File: src/rtl/core/bcmd_pkg.sv
package bcmd_pkg;

  // Field widths.
  localparam int unsigned SAMPLE_W = 10;
  localparam int unsigned THR_W    = 8;
  localparam int unsigned STEP_W   = 7;
  localparam int unsigned NUM_AXES = 3;

  // Calibration schedule.
  localparam int unsigned WARMUP_SAMPLES = 10;
  localparam int unsigned CALIB_END      = 100;

  // The divider retires one quotient bit per cycle over the sample magnitude.
  localparam int unsigned DIV_STEPS = SAMPLE_W;
  localparam int unsigned ITER_W    = $clog2(DIV_STEPS);

  // Register reset values.
  localparam logic [THR_W-1:0]    THRESH_RESET = THR_W'(35);
  localparam logic [SAMPLE_W-1:0] SEED_RESET [NUM_AXES] = '{
    SAMPLE_W'(410), SAMPLE_W'(440), SAMPLE_W'(410)
  };

  // Configuration register indexes.
  localparam int unsigned CFG_IDX_W = 2;
  typedef enum logic [CFG_IDX_W-1:0] {
    CFG_THRESHOLD = 2'd0,
    CFG_SEED_X    = 2'd1,
    CFG_SEED_Y    = 2'd2,
    CFG_SEED_Z    = 2'd3
  } cfg_idx_e;

  // What an accepted item does.
  typedef enum logic [1:0] {
    ITEM_RECAL,
    ITEM_WARM,
    ITEM_REFINE,
    ITEM_CLASS
  } item_kind_e;

  // Sequencer states.
  typedef enum logic [1:0] {
    S_IDLE,
    S_DIV,
    S_EMIT
  } ctrl_state_e;

  // Controls broadcast from the sequencer to every axis lane.
  typedef struct packed {
    logic load;
    logic step;
    logic commit;
    logic upd;
  } lane_ctrl_t;

  // Per-axis classification.
  typedef struct packed {
    logic pos;
    logic neg;
  } lane_flags_t;

  typedef struct packed {
    logic                command;
    logic [SAMPLE_W-1:0] sample_x;
    logic [SAMPLE_W-1:0] sample_y;
    logic [SAMPLE_W-1:0] sample_z;
    logic                trigger_level;
  } in_t;

  typedef struct packed {
    logic                calibrating;
    logic                pos_x;
    logic                neg_x;
    logic                pos_y;
    logic                neg_y;
    logic                pos_z;
    logic                neg_z;
    logic                trig_active;
    logic [SAMPLE_W-1:0] base_x;
    logic [SAMPLE_W-1:0] base_y;
    logic [SAMPLE_W-1:0] base_z;
  } out_t;

endpackage

File: src/rtl/core/bcmd_lane.sv
module bcmd_lane (
  input  logic                          clk_i,
  input  logic                          rst_ni,
  input  bcmd_pkg::lane_ctrl_t          ctrl_i,
  input  logic [bcmd_pkg::SAMPLE_W-1:0] seed_i,
  input  logic [bcmd_pkg::SAMPLE_W-1:0] sample_i,
  input  logic [bcmd_pkg::STEP_W-1:0]   k_i,
  input  logic [bcmd_pkg::THR_W-1:0]    threshold_i,
  output bcmd_pkg::lane_flags_t         flags_o,
  output logic [bcmd_pkg::SAMPLE_W-1:0] base_nxt_o
);
  import bcmd_pkg::*;

  logic [SAMPLE_W-1:0] avg_q;
  logic [SAMPLE_W-1:0] sample_q;
  logic [SAMPLE_W-1:0] dq_q, dq_d;
  logic [STEP_W-1:0]   rem_q, rem_d;
  logic                neg_q;

  logic [SAMPLE_W:0]   diff;
  logic [SAMPLE_W-1:0] mag;
  logic [STEP_W:0]     trial;
  logic                fits;
  logic [SAMPLE_W:0]   quot;
  logic [SAMPLE_W:0]   delta;
  logic [SAMPLE_W:0]   sum;
  logic [SAMPLE_W+1:0] upper;
  logic [SAMPLE_W+1:0] lower;

  // Signed distance from the baseline, split into sign and magnitude.
  assign diff = {1'b0, sample_i} - {1'b0, avg_q};
  assign mag  = diff[SAMPLE_W] ? SAMPLE_W'(-diff) : diff[SAMPLE_W-1:0];

  // One restoring division step: shift in the next dividend bit and try k.
  assign trial = {rem_q, dq_q[SAMPLE_W-1]};
  assign fits  = trial >= {1'b0, k_i};

  always_comb begin
    rem_d = rem_q;
    dq_d  = dq_q;
    if (ctrl_i.load) begin
      rem_d = '0;
      dq_d  = mag;
    end else if (ctrl_i.step) begin
      rem_d = fits ? STEP_W'(trial - {1'b0, k_i}) : trial[STEP_W-1:0];
      dq_d  = {dq_q[SAMPLE_W-2:0], fits};
    end
  end

  always_ff @(posedge clk_i) begin
    if (ctrl_i.load) begin
      sample_q <= sample_i;
      neg_q    <= diff[SAMPLE_W];
    end
    rem_q <= rem_d;
    dq_q  <= dq_d;
  end

  // Truncated quotient applied with the sign of the difference; it never
  // overshoots the sample, so the baseline stays in range.
  assign quot       = {1'b0, dq_q};
  assign delta      = neg_q ? -quot : quot;
  assign sum        = {1'b0, avg_q} + delta;
  assign base_nxt_o = ctrl_i.upd ? sum[SAMPLE_W-1:0] : avg_q;

  always_ff @(posedge clk_i or negedge rst_ni) begin
    if (!rst_ni) begin
      avg_q <= seed_i;
    end else if (ctrl_i.commit) begin
      avg_q <= base_nxt_o;
    end
  end

  // Dead band test; the lower bound is moved to the sample side so that a
  // negative bound needs no sign.
  assign upper       = {2'b00, avg_q} + {{(SAMPLE_W+2-THR_W){1'b0}}, threshold_i};
  assign lower       = {2'b00, sample_q} + {{(SAMPLE_W+2-THR_W){1'b0}}, threshold_i};
  assign flags_o.pos = {2'b00, sample_q} > upper;
  assign flags_o.neg = lower < {2'b00, avg_q};

endmodule

File: src/rtl/core/bcmd_ctrl.sv
module bcmd_ctrl (
  input  logic                        clk_i,
  input  logic                        rst_ni,
  input  logic                        in_valid_i,
  input  logic                        command_i,
  input  logic                        out_free_i,
  output logic                        in_stall_o,
  output bcmd_pkg::lane_ctrl_t        lane_ctrl_o,
  output logic                        emit_o,
  output bcmd_pkg::item_kind_e        kind_o,
  output logic [bcmd_pkg::STEP_W-1:0] k_o
);
  import bcmd_pkg::*;

  ctrl_state_e       state_q, state_d;
  item_kind_e        kind_q, kind_d;
  logic [STEP_W-1:0] step_q, step_d;
  logic [STEP_W-1:0] k_q, k_d;
  logic [ITER_W-1:0] iter_q;
  logic [STEP_W-1:0] step_inc;
  logic              accept;
  logic              last_iter;

  assign accept    = in_valid_i && (state_q == S_IDLE);
  assign last_iter = iter_q == ITER_W'(DIV_STEPS - 1);
  assign step_inc  = step_q + STEP_W'(1);

  // Classify the incoming item and advance the calibration counter.
  always_comb begin
    kind_d = ITEM_CLASS;
    step_d = step_q;
    k_d    = k_q;
    if (command_i) begin
      kind_d = ITEM_RECAL;
      step_d = STEP_W'(1);
    end else if (step_q == '0) begin
      kind_d = ITEM_CLASS;
    end else if (step_q <= STEP_W'(WARMUP_SAMPLES)) begin
      kind_d = ITEM_WARM;
      step_d = step_inc;
    end else begin
      kind_d = ITEM_REFINE;
      k_d    = step_inc - STEP_W'(WARMUP_SAMPLES);
      step_d = (step_inc >= STEP_W'(CALIB_END)) ? '0 : step_inc;
    end
  end

  always_ff @(posedge clk_i or negedge rst_ni) begin
    if (!rst_ni) begin
      step_q <= STEP_W'(1);
      kind_q <= ITEM_CLASS;
      k_q    <= STEP_W'(2);
    end else if (accept) begin
      step_q <= step_d;
      kind_q <= kind_d;
      k_q    <= k_d;
    end
  end

  // Next state.
  always_comb begin
    state_d = state_q;
    unique case (state_q)
      S_IDLE: begin
        if (in_valid_i) begin
          state_d = (kind_d == ITEM_REFINE) ? S_DIV : S_EMIT;
        end
      end
      S_DIV: begin
        if (last_iter) begin
          state_d = S_EMIT;
        end
      end
      S_EMIT: begin
        if (out_free_i) begin
          state_d = S_IDLE;
        end
      end
      default: state_d = S_IDLE;
    endcase
  end

  // Outputs.
  always_comb begin
    in_stall_o  = 1'b1;
    emit_o      = 1'b0;
    lane_ctrl_o = '0;
    unique case (state_q)
      S_IDLE: begin
        in_stall_o       = 1'b0;
        lane_ctrl_o.load = in_valid_i;
      end
      S_DIV: begin
        lane_ctrl_o.step = 1'b1;
      end
      S_EMIT: begin
        emit_o             = out_free_i;
        lane_ctrl_o.commit = out_free_i;
      end
      default: begin
        in_stall_o = 1'b1;
      end
    endcase
    lane_ctrl_o.upd = kind_q == ITEM_REFINE;
  end

  always_ff @(posedge clk_i or negedge rst_ni) begin
    if (!rst_ni) begin
      state_q <= S_IDLE;
      iter_q  <= '0;
    end else begin
      state_q <= state_d;
      if (state_q == S_DIV) begin
        iter_q <= last_iter ? '0 : iter_q + ITER_W'(1);
      end
    end
  end

  assign kind_o = kind_q;
  assign k_o    = k_q;

  // An accepted item always leaves the idle state.
  a_accept_busy: assert property (@(posedge clk_i) disable iff (!rst_ni)
    accept |=> state_q != S_IDLE)
    else $error("accepted item did not start work");

  // The calibration counter wraps to zero before reaching the end count.
  a_step_range: assert property (@(posedge clk_i) disable iff (!rst_ni)
    step_q < STEP_W'(CALIB_END))
    else $error("calibration counter out of range");

  // Only refinement items divide, and then the divisor is at least two.
  a_div_kind: assert property (@(posedge clk_i) disable iff (!rst_ni)
    state_q == S_DIV |-> (kind_q == ITEM_REFINE) && (k_q >= STEP_W'(2)))
    else $error("division without a valid divisor");

  // The iteration count is idle outside the division.
  a_iter_idle: assert property (@(posedge clk_i) disable iff (!rst_ni)
    state_q != S_DIV |-> iter_q == '0)
    else $error("division counter left running");

endmodule

File: src/rtl/core/baseline_calibrated_motion_detector.sv
// Three-axis motion detector with a self-calibrated baseline.
// The input channel (in_valid_i, in_stall_o, in_data_i) carries either a
// sample set or a recalibrate command; every transfer yields exactly one
// result on the output channel (out_valid_o, out_stall_i, out_data_o).
// The first 10 sample sets after reset or a recalibrate command are
// warm-up; the next 89 refine the per-axis baselines, after which each
// sample set is classified against baseline plus or minus the threshold.
// Each axis has its own lane with a bit-serial restoring divider; the
// lanes run together and their flags and baselines are merged into one
// output register. A refinement item passes the divider (S_DIV) and then
// S_EMIT; every other item goes straight to S_EMIT, where the result is
// written to the output register once the slot is free. The input stalls
// until then, so an item is taken only after the last one has left.
// The user writes the threshold through cfg_we_i, cfg_idx_i and cfg_data_i
// while the block is idle, which the block does not enforce. Seed writes
// are ignored; reset loads the fixed seed defaults as the baselines.
// Reset clears the output, restarts calibration and loads the baselines.
// While the receiver stalls, the output holds and one finished item may
// wait in the sequencer behind it.
module baseline_calibrated_motion_detector (
  input  logic                           clk_i,
  input  logic                           rst_ni,
  input  logic                           in_valid_i,
  output logic                           in_stall_o,
  input  bcmd_pkg::in_t                  in_data_i,
  output logic                           out_valid_o,
  input  logic                           out_stall_i,
  output bcmd_pkg::out_t                 out_data_o,
  input  logic                           cfg_we_i,
  input  logic [bcmd_pkg::CFG_IDX_W-1:0] cfg_idx_i,
  input  logic [bcmd_pkg::SAMPLE_W-1:0]  cfg_data_i
);
  import bcmd_pkg::*;

  logic [THR_W-1:0]    thr_q;
  logic                trig_q;
  logic                out_valid_q, out_valid_d;
  out_t                out_q, out_d;
  logic                out_free;
  logic                emit;
  lane_ctrl_t          lane_ctrl;
  item_kind_e          kind;
  logic [STEP_W-1:0]   k;
  logic [SAMPLE_W-1:0] smp      [NUM_AXES];
  lane_flags_t         flags    [NUM_AXES];
  logic [SAMPLE_W-1:0] base_nxt [NUM_AXES];
  logic                classify;

  // Threshold register; the seeds are the fixed SEED_RESET values, so there
  // are no seed registers and seed writes have no effect.
  always_ff @(posedge clk_i or negedge rst_ni) begin
    if (!rst_ni) begin
      thr_q <= THRESH_RESET;
    end else if (cfg_we_i && (cfg_idx_i == CFG_THRESHOLD)) begin
      thr_q <= cfg_data_i[THR_W-1:0];
    end
  end

  assign smp[0] = in_data_i.sample_x;
  assign smp[1] = in_data_i.sample_y;
  assign smp[2] = in_data_i.sample_z;

  always_ff @(posedge clk_i) begin
    if (lane_ctrl.load) begin
      trig_q <= in_data_i.trigger_level;
    end
  end

  assign out_free = !out_valid_q || !out_stall_i;

  bcmd_ctrl u_ctrl (
    .clk_i       (clk_i),
    .rst_ni      (rst_ni),
    .in_valid_i  (in_valid_i),
    .command_i   (in_data_i.command),
    .out_free_i  (out_free),
    .in_stall_o  (in_stall_o),
    .lane_ctrl_o (lane_ctrl),
    .emit_o      (emit),
    .kind_o      (kind),
    .k_o         (k)
  );

  // One lane per axis.
  for (genvar a = 0; a < NUM_AXES; a++) begin : g_lane
    bcmd_lane u_lane (
      .clk_i       (clk_i),
      .rst_ni      (rst_ni),
      .ctrl_i      (lane_ctrl),
      .seed_i      (SEED_RESET[a]),
      .sample_i    (smp[a]),
      .k_i         (k),
      .threshold_i (thr_q),
      .flags_o     (flags[a]),
      .base_nxt_o  (base_nxt[a])
    );
  end

  // Merge the lane results into one result item.
  assign classify = kind == ITEM_CLASS;

  always_comb begin
    out_d             = '0;
    out_d.calibrating = !classify;
    out_d.pos_x       = classify && flags[0].pos;
    out_d.neg_x       = classify && flags[0].neg;
    out_d.pos_y       = classify && flags[1].pos;
    out_d.neg_y       = classify && flags[1].neg;
    out_d.pos_z       = classify && flags[2].pos;
    out_d.neg_z       = classify && flags[2].neg;
    out_d.trig_active = classify && !trig_q;
    out_d.base_x      = base_nxt[0];
    out_d.base_y      = base_nxt[1];
    out_d.base_z      = base_nxt[2];
  end

  // Output register: loaded when a result is ready and the slot is free.
  assign out_valid_d = emit ? 1'b1 : (out_valid_q && out_stall_i);

  always_ff @(posedge clk_i or negedge rst_ni) begin
    if (!rst_ni) begin
      out_valid_q <= 1'b0;
    end else begin
      out_valid_q <= out_valid_d;
    end
  end

  always_ff @(posedge clk_i) begin
    if (emit) begin
      out_q <= out_d;
    end
  end

  assign out_valid_o = out_valid_q;
  assign out_data_o  = out_q;

  // A result is never written over one that is still waiting.
  a_no_overwrite: assert property (@(posedge clk_i) disable iff (!rst_ni)
    (out_valid_q && out_stall_i) |-> !emit)
    else $error("pending result overwritten");

  // Only a classified result carries flags.
  a_flags_calib: assert property (@(posedge clk_i) disable iff (!rst_ni)
    (out_valid_q && out_q.calibrating) |->
      !(out_q.pos_x || out_q.neg_x || out_q.pos_y || out_q.neg_y ||
        out_q.pos_z || out_q.neg_z || out_q.trig_active))
    else $error("flags set during calibration");

  // Input is held off while an item is in flight towards the output.
  a_busy_stall: assert property (@(posedge clk_i) disable iff (!rst_ni)
    emit |-> in_stall_o)
    else $error("input taken while a result was being emitted");

endmodule

File: config.mk
export PLATFORM = sky130hd
export DESIGN_NAME = baseline_calibrated_motion_detector
export DESIGN_NICKNAME = d
export VERILOG_FILES = /design/src/rtl/core/bcmd_pkg.sv /design/src/rtl/core/bcmd_lane.sv /design/src/rtl/core/bcmd_ctrl.sv /design/src/rtl/core/baseline_calibrated_motion_detector.sv
export SDC_FILE = /design/constraint.sdc
export NUM_CORES = 1
export LEC_CHECK = 0
export BUFFER_PORTS_ARGS = -buffer_cell sky130_fd_sc_hd__buf_2
export CORE_AREA = 2 2 223 225
export CTS_CLUSTER_SIZE = 30
export DETAILED_ROUTE_END_ITERATION = 10
export DIE_AREA = 0 0 225 227
export GPL_ROUTABILITY_DRIVEN = 0
export GPL_TIMING_DRIVEN = 1
export RECOVER_POWER = 50
export SLEW_MARGIN = 20
export SYNTH_ARGS = -nofsm -noshare
export SYNTH_HDL_FRONTEND = slang
export SYNTH_SLANG_ARGS = --single-unit
export TNS_END_PERCENT = 100
File: constraint.sdc
create_clock -name clk_i -period 6.3 [get_ports clk_i]
set_input_delay 1.26 -clock clk_i [delete_from_list [all_inputs] [get_ports clk_i]]
set_output_delay 1.26 -clock clk_i [all_outputs]
set_load 0.02 [all_outputs]
-- Word level (Yosys, flattened, before mapping)
Index checks and enable logic that the tools add are counted.
Widths: inputs -> output; s select.
- input port bits: 49
- bits in read-only memories: 0
- memories: 0
- RAM bits: 0
- flip-flop bits (word level): 184
- bits in latches: 0
- output and inout bits: 40
- multiplexer cells: 36
- bitwise logic cells: 3
- divide/modulo/power cells: 0
- equality and inequality tests: 10
- magnitude comparators: 11
- shifts and indexed selects: 0
- reductions and logical operators: 22
- multipliers: 0
- $add $sub $neg: 24
- operators by type and width (kind ; count):
    $mux 10 ; 15
    $add 10x8->11 ; 6
    $neg 10->10 ; 6
    $mux 7 ; 7
    $gt 10x12->1 ; 3
    $lt 12x10->1 ; 3
    $sub 10x10->11 ; 3
    $add 10x10->10 ; 3
    $ge 8x7->1 ; 3
    $sub 7x7->7 ; 3
    $mux 2 ; 7
    $logic_and 1x1->1 ; 10
    $eq 2x2->1 const B ; 4
    $add 7x1->7 const B ; 1
    $ge 7x7->1 const B ; 1
    $le 7x4->1 const B ; 1
    $logic_not 7->1 ; 1
    $sub 7x4->7 const B ; 1
    $pmux 2 s3 ; 1
    $mux 1 ; 5
    $add 4x1->4 const B ; 1
    $eq 4x4->1 const B ; 1
    $logic_not 1->1 ; 4
    $logic_not 2->1 ; 2
    10 further kinds ; 14

-- Longest topological paths before layout
Gate-level depths: netlist of run 1.
- depth in word-level cells: 8
- depth in mapped cells: 15
- depth with buffers taken out: 14

-- Least setup slack after synthesis of run 1
No wires, ideal clock.
- path kind: input-to-reg
- start point: input port in_data_i[1] (netlist bit)
- end point: register g_lane[2].u_lane.dq_q[8], data pin
- path buffers: 1
- cell stages on the path: 12
- arrival time: 3.326 ns
- setup slack: 2.713 ns
- cells stage by stage: inv_1 > ha_1 > inv_1 > fa_1 > a21o_1 > a221oi_1 > o21ai_0 > o211a_1 > buf_2 > a31oi_1 > xnor2_1 > mux2_2
- cells in the longest elaborated chain, start to end: 4
- ends and longest elaborated chain (what ; RTL line ; source):
    from (decl) ; baseline_calibrated_motion_detector.sv:25 ; input bcmd_pkg::in_t in_data_i,
    $sub 10x10->11 * ; bcmd_lane.sv:31 ; assign diff = {1'b0, sample_i} - {1'b0, avg_q};
    $neg 10->10 ; bcmd_lane.sv:32 ; assign mag = diff[SAMPLE_W] ? SAMPLE_W'(-diff) : diff[SAMPLE_W-1:0];
    $mux 10 * ; bcmd_lane.sv:32 ;
    $mux 10 * ; bcmd_lane.sv:41 ; if (ctrl_i.load) begin
    named net g_lane[2].u_lane.dq_d[8] ; bcmd_lane.sv:16 ; logic [SAMPLE_W-1:0] dq_q, dq_d;
    to (signal assigned) ; bcmd_lane.sv:56 ; dq_q <= dq_d;
    to (decl) ; bcmd_lane.sv:16 ;
The timed path passes the listed nets; every way through them passes the cells marked *.
A chain may end at the register's enable or synchronous reset.

-- Worst setup path after layout of run 1
- start point: input port in_valid_i
- end point: register u_ctrl.state_q[0]
- cells in the longest elaborated chain, start to end: 2
- ends and longest elaborated chain (what ; RTL line ; source):
    from (decl) ; baseline_calibrated_motion_detector.sv:23 ; input logic in_valid_i,
    $ne 2x2->1 (no line) ; -- ;
    $reduce_and 3->1 (no line) ; -- ;
    to (signal assigned) ; bcmd_ctrl.sv:112 ; state_q <= state_d;
    to (decl) ; bcmd_ctrl.sv:15 ; ctrl_state_e state_q, state_d;
No other way between the ends.

==> reports/results.txt, run 1 <==
Outcome - finished, violations left
Failing checks - capacitance limit, slew limit
Vias per inst - 4.98
Hold Path Origin - g_lane[2].u_lane.rem_q[6]
Global route total overflow - 0
CTS tree - done
Placed instance count - 2,202
Reg2reg path depth - 6
First-pass GRT wire length - 58,000 µm
Syn Inst Count - 1,523
Slew headroom - -1.55
Final setup TNS - 0 ns
FF-to-FF End - u_ctrl.state_q[0]
Layout cells sized above 1 - 0.0713
Port Buffers - 86
Post-route ant nets - 0
FMAX - 227 MHz
P_leak - 6.90 nW
Die Span Y - 227 µm
Die area - 51,100 µm²
Routed WL - 36,300 µm
Post-synth top area share - 0.212
Gr usage total - 0.144
Final cell count without fillers - 2,234
Pwr/cell area - 460 nW/µm²
CTS resizes - 0
Pre-CTS setup slack - 2.31 ns
Seq/Total Area, Yosys - 0.348
Clock Tree Buf Depth - 2
Startpoint types - input port
Post-DP HPWL - 27,600 µm
Worst Skew - 0.0163 ns
Die X - 225 µm
Distinct cells, synth - 58
EDFF count, synth - 102
Core Rows - 81
WS Path Type - in2reg
Worst slew pin tran - 3.83 ns
Hold endpoint - g_lane[2].u_lane.rem_q[6]
Initial Util - 0.298
Post-synth top flop - edfxtp_1
Arr. time, crit path - 4.68 ns
H-tree depth - 4
Max VDD drop - 0.175 mV
Antenna cells - 0
DRT iter0 DRCs - 616
Minimum clock period - 4.41 ns
Number of synthesized register bits - 184
Clock Root Buffer - clkbuf_16
Post-route core utilization - 0.332
CTS Buf Count - 17
Ys async rst share - 0.332
Hold buffer count at cts - 0
Avg Inst Size Synth - 9.51 µm²
Crit end category - flop
Worst-path clk slew - 0.07 ns
RSZ-0062 raised after global routing - no
Pin count of the biggest net entering global routing - 83
Final slew viol count - 242
Vias in the first global route - 11,000
Top area cells in the synthesized netlist - edfxtp_1 (21%), ha_1 (17%), dfrtp_1 (6.7%), xnor2_1 (6.5%), o21ai_0 (5.2%)
Post-CTS Setup Bufs - 0
Initial antenna violation count - 0
Clock sink count - 184
Syn Nets - 1,780
WHS Path Cells - 2
Worst r2r src - u_ctrl.state_q[1]
Vias after detailed routing - 11,100
Final period util - 0.701
DR DRC count - 0
Final setup violation count - 0
Fin worst setup slack - 1.89 ns
Area growth syn-to-layout - 11.2%
IO Count - 89
Core Area - 48,500 µm²
Req. time, crit path - 6.56 ns
Worst reg2reg setup slack - 2.23 ns
Maximum capacitance violations - 4
Clk Latency, worst-skew pair - 0.46 ns
Drt pass-1 iters - 5
Wire length per cell - 16.3 µm
Fin. Hold Viols - 0
Final #Nets - 1,856
Max FO, Critical Path - 82
Leading area contributor after synthesis - edfxtp_1
Syn Std Cell Area - 14,500 µm²
Warnings, synthesis - 0
HP Class - reg2reg
==> cell type report <==
type / instances / area [µm²]
tap: 622 / 778
multi-input combinational: 1216 / 8980
inverter: 87 / 327
clock buffer: 21 / 503
fill: 4892 / 32400
timing repair buffer: 93 / 393
sequential: 184 / 5040
clock inverter: 11 / 81.3
==> cell usage after synthesis (29+ instances only) <==
cell        n
xor2_1     62
nor2_1     66
a21oi_1    99
ha_1      193
xnor2_1   107
nand2b_1   29
inv_1      86
nand2_1   143
o21ai_0   149
dfrtp_1    39
nand3_1    46
clkbuf_1   33
a21o_1     58
edfxtp_1  102
==> layer usage <==
layer / routed length, µm / global-route usage / up-vias
li1: - / - / 5670
met1: 17600 / 0.191 / 5235
met2: 16600 / 0.239 / 169
met3: 1010 / 0.0169 / 49
met4: 1100 / 0.0602 / 0
met5: 0 / 0 / -
==> cell families after synthesis <==
group           share of synthesized area
compound gates                      0.177
fa+ha+maj                           0.188
buf+inv                            0.0321
flops                               0.348
mux                                0.0270
xor+xnor                            0.102
simple gates                        0.126
==> registers in the layout, summed over array words and instances (netlist names), 2 cells and up <==
name                    count
g_lane.u_lane.avg_q        30
thr_q                       8
u_ctrl.step_q               7
u_ctrl.kind_o               2
u_ctrl.state_q              2
g_lane.u_lane.dq_q         30
out_data_o                 38
u_ctrl.k_o                  7
g_lane.u_lane.sample_q     30
g_lane.u_lane.rem_q        21
g_lane.u_lane.neg_q         3
u_ctrl.iter_q               4
==> power breakdown <==
group / switching [W] / total (W) / internal, W / leakage (nW)
Clock: 0.000505 / 0.00108 / 0.000578 / 0.293
Combinational: 0.00249 / 0.00434 / 0.00185 / 4.74
Sequential: 0.000331 / 0.00198 / 0.00165 / 1.87
==> worst max path at each step <==
| stage | slack (ns) | startpoint | end | cells past startpoint |
|---|---|---|---|---|
| after floorplan | 2.71 | in_data_i[1] | g_lane[2].u_lane.dq_q[8] | 12 |
| after global placement | 2.37 | in_data_i[21] | g_lane[0].u_lane.dq_q[8] | 12 |
| after detailed placement | 2.31 | in_data_i[1] | g_lane[2].u_lane.dq_q[8] | 12 |
| after CTS | 2.61 | thr_q[1] | out_data_o[36] | 12 |
| after global routing | 1.20 | rst_ni | thr_q[3] | 2 |
| final | 1.89 | in_valid_i | u_ctrl.state_q[0] | 6 |
==> worst max-delay path, stage by stage <==
cell and delay, ns:
clkbuf_1 0.10, nand2_2 0.06, clkbuf_1 2.29, nor2_1 0.26, nand2b_1 0.52, o21ai_0 0.18
==> cells in the final DEF (no fill, tap or decap), types with 21 or more instances in the layout <==
master	instances
a21o_1	58
edfxtp_1	102
inv_1	86
o21ai_0	149
nand2b_1	28
a21oi_1	99
buf_2	29
nor2_1	66
xnor2_1	107
clkbuf_1	62
dfxtp_1	21
xor2_1	62
nor3_1	25
dfrtp_1	39
nand2_1	142
ha_1	193
nand3_1	46
==> through the flow <==
stage / hold slack [ns] / area, µm² / power (W)
2_1_floorplan: 0.445 / 14500 / 0.00527
3_3_place_gp: 0.459 / 15600 / 0.00622
3_5_place_dp: 0.468 / 15600 / 0.00634
4_1_cts: 0.479 / 16200 / 0.00747
5_1_grt: 0.508 / 16100 / 0.00810
6_report: 0.478 / 16100 / 0.00741
No activity file was read; power rests on OpenSTA's default activity.
==> run 2: changes to the inputs <==
- clock period: 6.3 -> 4.35 ns (I/O delays scaled with it)
==> run 2 against run 1 <==
Compared with the run above:
- the run still ends with capacitance limit, slew limit left
- critical path type is now reg2reg
- cell area is essentially flat
- sequential share of layout area is essentially flat
- total power grew 46%
==> reports/results.txt, run 2 (synthesized netlist as in run 1, its figures left out) <==
IO Count - 89 (unchanged)
Arr. time, crit path - 3.89 ns (was 4.68 ns)
Initial Util - 0.298 (unchanged)
Post-Place Cell Area - 15,600 µm² (about the same)
Vias after detailed routing - 11,200 (was 11,100)
H-tree depth - 4 (unchanged)
Fin. Hold Viols - 0 (unchanged)
Commonest non-fill, non-tap cell in the layout - ha_1 (unchanged)
WS Path Type - reg2reg (was in2reg)
Clock Tree Buf Depth - 2 (unchanged)
Final setup violation count - 0 (unchanged)
First-pass GRT wire length - 59,400 µm (was 58,000 µm)
Die Span Y - 227 µm (unchanged)
FMAX - 281 MHz
Antenna cells - 0 (unchanged)
Vias per inst - 5.03 (was 4.98)
Max FO, Critical Path - 13 (was 82)
Pin count of the biggest net entering global routing - 82 (was 83)
RSZ-0062 raised after global routing - no (unchanged)
Initial antenna violation count - 2 (was 0)
Post-CTS Setup Bufs - 0 (unchanged)
Core Rows - 81 (unchanged)
P_leak - 6.87 nW (was 6.90 nW)
Die area - 51,100 µm² (unchanged)
Layout cells sized above 1 - 0.0688 (was 0.0713)
Post-route ant nets - 0 (unchanged)
Filler cells - 4,935 (was 4,892)
Max FFs per register - 38 (unchanged)
Core Area - 48,500 µm² (unchanged)
Crit end category - flop (unchanged)
Max VDD drop - 0.278 mV (was 0.175 mV)
Area growth syn-to-layout - 11.2% (about the same)
DRT iter0 DRCs - 668 (was 616)
Final #Nets - 1,857 (was 1,856)
Startpoint types - flop (was input port)
Wire length per cell - 16.4 µm (was 16.3 µm)
Most frequent cells in the layout - ha_1 (193), o21ai_0 (149), nand2_1 (142) (unchanged)
Post-route core utilization - 0.332 (about the same)
Gr usage total - 0.147 (was 0.144)
Final Power - 0.0108 W (was 0.00741 W)
Worst slew pin tran - 2.51 ns (was 3.83 ns)
CTS Buf Count - 17 (unchanged)
Clock Root Buffer - clkbuf_16 (unchanged)
Final setup TNS - 0 ns (unchanged)
Hold buffer count at cts - 0 (unchanged)
Pwr/cell area - 671 nW/µm² (was 460 nW/µm²)
Clk Latency, worst-skew pair - 0.46 ns (about the same)
Outcome - finished, violations left (unchanged)
DR DRC count - 0 (unchanged)
Post-DP HPWL - 28,300 µm (was 27,600 µm)
Slew headroom - -0.675 (was -1.55)
Req. time, crit path - 4.68 ns (was 6.56 ns)
Failing checks - capacitance limit, slew limit (unchanged)
Drt pass-1 iters - 6 (was 5)
Global route total overflow - 0 (unchanged)
Final instance area - 16,100 µm² (about the same)
Worst-path clk slew - 0.08 ns (was 0.07 ns)
Final period util - 0.817
HP Class - reg2reg (unchanged)
Final slew viol count - 82 (was 242)
CTS tree - done (unchanged)
Minimum clock period - 3.56 ns
Vias in the first global route - 11,100 (was 11,000)
Routed WL - 36,700 µm (was 36,300 µm)
CTS resizes - 0 (unchanged)
Die X - 225 µm (unchanged)
Clock sink count - 184 (unchanged)
Maximum capacitance violations - 2 (was 4)
Worst Skew - 0.0139 ns (was 0.0163 ns)
Port Buffers - 86 (unchanged)
run 2: cell count changes in the layout (fill, tap and decap cells not counted), moves of 2 or more:
cell | before | now
buf_2 | 29 | 17
clkbuf_1 | 62 | 73
clkinv_2 | 3 | 0
clkinv_4 | 2 | 4
inv_6 | 2 | 5
mux2_1 | 5 | 0
mux2_2 | 20 | 25
run 2: layout make-up:
class / instances / area, µm² / share of cell area
Sequential cell: 184 / 5040 / 0.313
Tap cell: 622 / 778 / 0.0483
Inverter: 87 / 327 / 0.0203
Timing Repair Buffer: 94 / 387 / 0.0240
Clock buffer: 19 / 464 / 0.0288
Clock inverter: 13 / 124 / 0.00769
Multi-Input combinational cell: 1216 / 8980 / 0.558
run 2: metal layers:
layer / share of wire / global-route usage
met5: 0.00074 / 0
met4: 0.026 / 0.0570
met3: 0.029 / 0.0159
met2: 0.46 / 0.245
met1: 0.48 / 0.197
run 2: where the power goes:
part	internal (W)	switching, W
logic	0.00267	0.00367
registers	0.00239	0.000503
clock network	0.000806	0.000765
run 2: stage by stage:
step / std cells / setup slack (ns) / hold slack [ns]
after floorplan: 1523 / 1.15 / 0.445
after global placement: 2203 / 0.812 / 0.458
after detailed placement: 2203 / 0.739 / 0.473
after CTS: 2235 / 0.777 / 0.483
after global routing: 2235 / 0.499 / 0.508
final: 2235 / 0.795 / 0.476
run 2: final timing paths:
path                                            from                        end  slack (ns)  depth (start not counted)
max                                         thr_q[1]             out_data_o[33]        0.79                         13
min                        g_lane[2].u_lane.rem_q[6]  g_lane[2].u_lane.rem_q[6]        0.48                          2
max reg2reg                                 thr_q[1]             out_data_o[33]        0.79                         13
min reg2reg                g_lane[2].u_lane.rem_q[6]  g_lane[2].u_lane.rem_q[6]        0.48                          2
max in group asynchronous                     rst_ni  g_lane[1].u_lane.avg_q[2]        1.48                          2
min in group asynchronous                     rst_ni           u_ctrl.step_q[4]        1.18                          1
run 2: critical path: stages, from the launching register on:
cell and delay, ns:
dfstp_2 0.85, ha_1 0.31, a21o_1 0.16, a21oi_1 0.25, nor2b_1 0.10, o211ai_1 0.18, nand2_1 0.13, a21oi_1 0.19
xnor2_1 0.16, ha_1 0.28, a21o_1 0.19, a21o_1 0.17, a211oi_1 0.24, o211a_1 0.20
==> run 3: changes to the inputs <==
- clock period: 4.35 -> 3 ns (I/O delays scaled with it)
==> run 3 against run 2 <==
Compared with the run above:
- the flow finishes with violations (capacitance limit, slew limit, setup timing)
- critical endpoint unchanged
- cell area grew 14%
- non-clock buffer count is 174 higher
- worst hold slack lost 0.16 ns
- maximum frequency rose by 13%
- cell count increased by 7.8%
==> reports/results.txt, run 3 (synthesized netlist as in run 1, its figures left out) <==
Slew headroom - -0.188 (was -0.675)
P_leak - 7.95 nW (was 6.87 nW)
Worst slew pin tran - 1.78 ns (was 2.51 ns)
Layout cells sized above 1 - 0.235 (was 0.0688)
Area growth syn-to-layout - 26.7% (was 11.2%)
Gr usage total - 0.155 (was 0.147)
Max FO, Critical Path - 8 (was 13)
Internal Power - 0.0110 W (was 0.00587 W)
HP Class - in2reg (was reg2reg)
Clk Latency, worst-skew pair - 0.46 ns (about the same)
Final slew viol count - 62 (was 82)
CTS Buf Count - 17 (unchanged)
Final setup violation count - 6 (was 0)
Vias after detailed routing - 12,000 (was 11,200)
Global route total overflow - 0 (unchanged)
Placed instance count - 2,348 (was 2,203)
Drt pass-1 iters - 5 (was 6)
Final period util - 1.04 (was 0.817)
Clock Root Buffer - clkbuf_16 (unchanged)
Clock sink count - 184 (unchanged)
Final Power - 0.0192 W (was 0.0108 W)
Maximum capacitance violations - 1 (was 2)
Gate power share - 0.643 (was 0.586)
Die Span Y - 227 µm (unchanged)
Die X - 225 µm (unchanged)
Pin count of the biggest net entering global routing - 69 (was 82)
FMAX - 319 MHz (was 281 MHz)
Fin worst setup slack - -0.133 ns (was 0.795 ns)
Vias in the first global route - 11,800 (was 11,100)
Routed WL - 40,200 µm (was 36,700 µm)
Final cell count without fillers - 2,410 (was 2,235)
Vias per inst - 5.00 (was 5.03)
Max FFs per register - 38 (unchanged)
Startpoint types - flop (unchanged)
First-pass GRT wire length - 62,000 µm (was 59,400 µm)
Initial Util - 0.298 (unchanged)
Wire length per cell - 16.7 µm (was 16.4 µm)
DRT iter0 DRCs - 731 (was 668)
Req. time, crit path - 3.32 ns (was 4.68 ns)
Core Rows - 81 (unchanged)
Failing checks - capacitance limit, slew limit, setup timing (was capacitance limit, slew limit)
Pwr/cell area - 1050 nW/µm² (was 671 nW/µm²)
Most frequent cells in the layout - ha_1 (184), buf_4 (168), nand2_1 (141) (was ha_1 (193), o21ai_0 (149), nand2_1 (142))
Die area - 51,100 µm² (unchanged)
NetSw - 0.00820 W (was 0.00493 W)
Outcome - finished, violations left (unchanged)
Post-route core utilization - 0.378 (was 0.332)
Minimum clock period - 3.13 ns (was 3.56 ns)
Commonest non-fill, non-tap cell in the layout - ha_1 (unchanged)
Clock Tree Buf Depth - 2 (unchanged)
Crit end category - flop (unchanged)
Sw Share - 0.427 (was 0.457)
Arr. time, crit path - 3.45 ns (was 3.89 ns)
Post-DP HPWL - 30,300 µm (was 28,300 µm)
Post-route ant nets - 0 (unchanged)
Port Buffers - 86 (unchanged)
DR DRC count - 0 (unchanged)
H-tree depth - 4 (unchanged)
Worst Skew - 0.0148 ns (was 0.0139 ns)
Worst-path clk slew - 0.08 ns (about the same)
Clk pwr share - 0.145 (about the same)
Initial antenna violation count - 1 (was 2)
RSZ-0062 raised after global routing - yes (was no)
Max VDD drop - 0.333 mV (was 0.278 mV)
Fin. Hold Viols - 0 (unchanged)
CTS tree - done (unchanged)
Reg power frac - 0.212 (was 0.268)
IO Count - 89 (unchanged)
Core Area - 48,500 µm² (unchanged)
Final #Nets - 2,031 (was 1,857)
Filler cells - 4,749 (was 4,935)
WS Path Type - reg2reg (unchanged)
==> run 3: changes by cell type in the layout (fill, tap and decap cells not counted), moves of 12 or more <==
cell,change
buf_4,+165
a21oi_1,-33
a21oi_2,+33
o21ai_0,-26
o21ai_2,+15
xnor2_1,-15
xnor2_2,+15
fa_1,-12
fa_2,+12
==> run 3: worst paths after layout <==
check                      slack, ns                      start  cells after the start                        end
max                            -0.13                   thr_q[1]                     13             out_data_o[33]
min                             0.32               in_data_i[0]                      1                     trig_q
max reg2reg                    -0.13                   thr_q[1]                     13             out_data_o[33]
max in group asynchronous       1.23                     rst_ni                      1  g_lane[1].u_lane.avg_q[1]
min in group asynchronous       0.62                     rst_ni                      1  g_lane[2].u_lane.avg_q[2]
min reg2reg                     0.48  g_lane[1].u_lane.rem_q[6]                      2  g_lane[1].u_lane.rem_q[6]
==> run 3: area by class of cell <==
| class | instances | area, µm² | area share |
|---|---|---|---|
| inverter | 87 | 327 | 0.0178 |
| multi-input combinational | 1216 | 9720 | 0.530 |
| antenna | 1 | 2.50 | 0.000136 |
| sequential | 184 | 5040 | 0.275 |
| timing repair buffer | 268 | 1760 | 0.0957 |
| clock buffer | 20 | 447 | 0.0243 |
| tap | 622 | 778 | 0.0424 |
| clock inverter | 12 | 270 | 0.0147 |
==> run 3: repair_timing <==
| action | 4_1_cts | 5_1_grt |
|---|---|---|
| gates resized for setup | 64 | 116 |
| endpoints found under the setup margin | 13 | 40 |
| pin swaps | 65 | 83 |
| hold buffers | 0 | 0 |
| setup buffers | 6 | 24 |
==> run 3: metrics by stage <==
| step | area, µm² | setup TNS (ns) | hold slack, ns | setup slack [ns] |
|---|---|---|---|---|
| floorplan | 14500 | -0.00932 | 0.304 | -0.00932 |
| global placement | 16800 | -2.93 | 0.460 | -0.287 |
| detailed placement | 16800 | -3.65 | 0.473 | -0.325 |
| CTS | 17700 | -0.676 | 0.296 | -0.113 |
| global route | 18300 | -1.70 | 0.307 | -0.275 |
| finish | 18300 | -0.554 | 0.319 | -0.133 |
==> run 3: metal layers <==
| layer | part of all wire | track usage | wire [µm] |
|---|---|---|---|
| met3 | 0.033 | 0.0199 | 1320 |
| met5 | 0 | 0 | 0 |
| met4 | 0.030 | 0.0549 | 1200 |
| met1 | 0.46 | 0.204 | 18700 |
| met2 | 0.47 | 0.261 | 19000 |
==> run 3: power groups by stage <==
stage          sequential (W)  clock [W]  combinational (W)
6_report              0.00407    0.00279             0.0124
3_3_place_gp          0.00407          0             0.0104
4_1_cts               0.00405    0.00284             0.0111
3_5_place_dp          0.00409          0             0.0107
2_1_floorplan         0.00406          0            0.00702
5_1_grt               0.00413    0.00292             0.0136
==> run 3: worst max-delay path, stage by stage (launching register included) <==
cell      delay [ns]
dfstp_4         0.54
buf_12          0.17
buf_4           0.14
fa_2            0.38
a21o_1          0.17
a21oi_2         0.13
o21bai_1        0.11
a21oi_2         0.20
o21ai_2         0.09
xor2_1          0.15
ha_1            0.33
a21o_1          0.20
a211oi_2        0.20
o211a_1         0.18
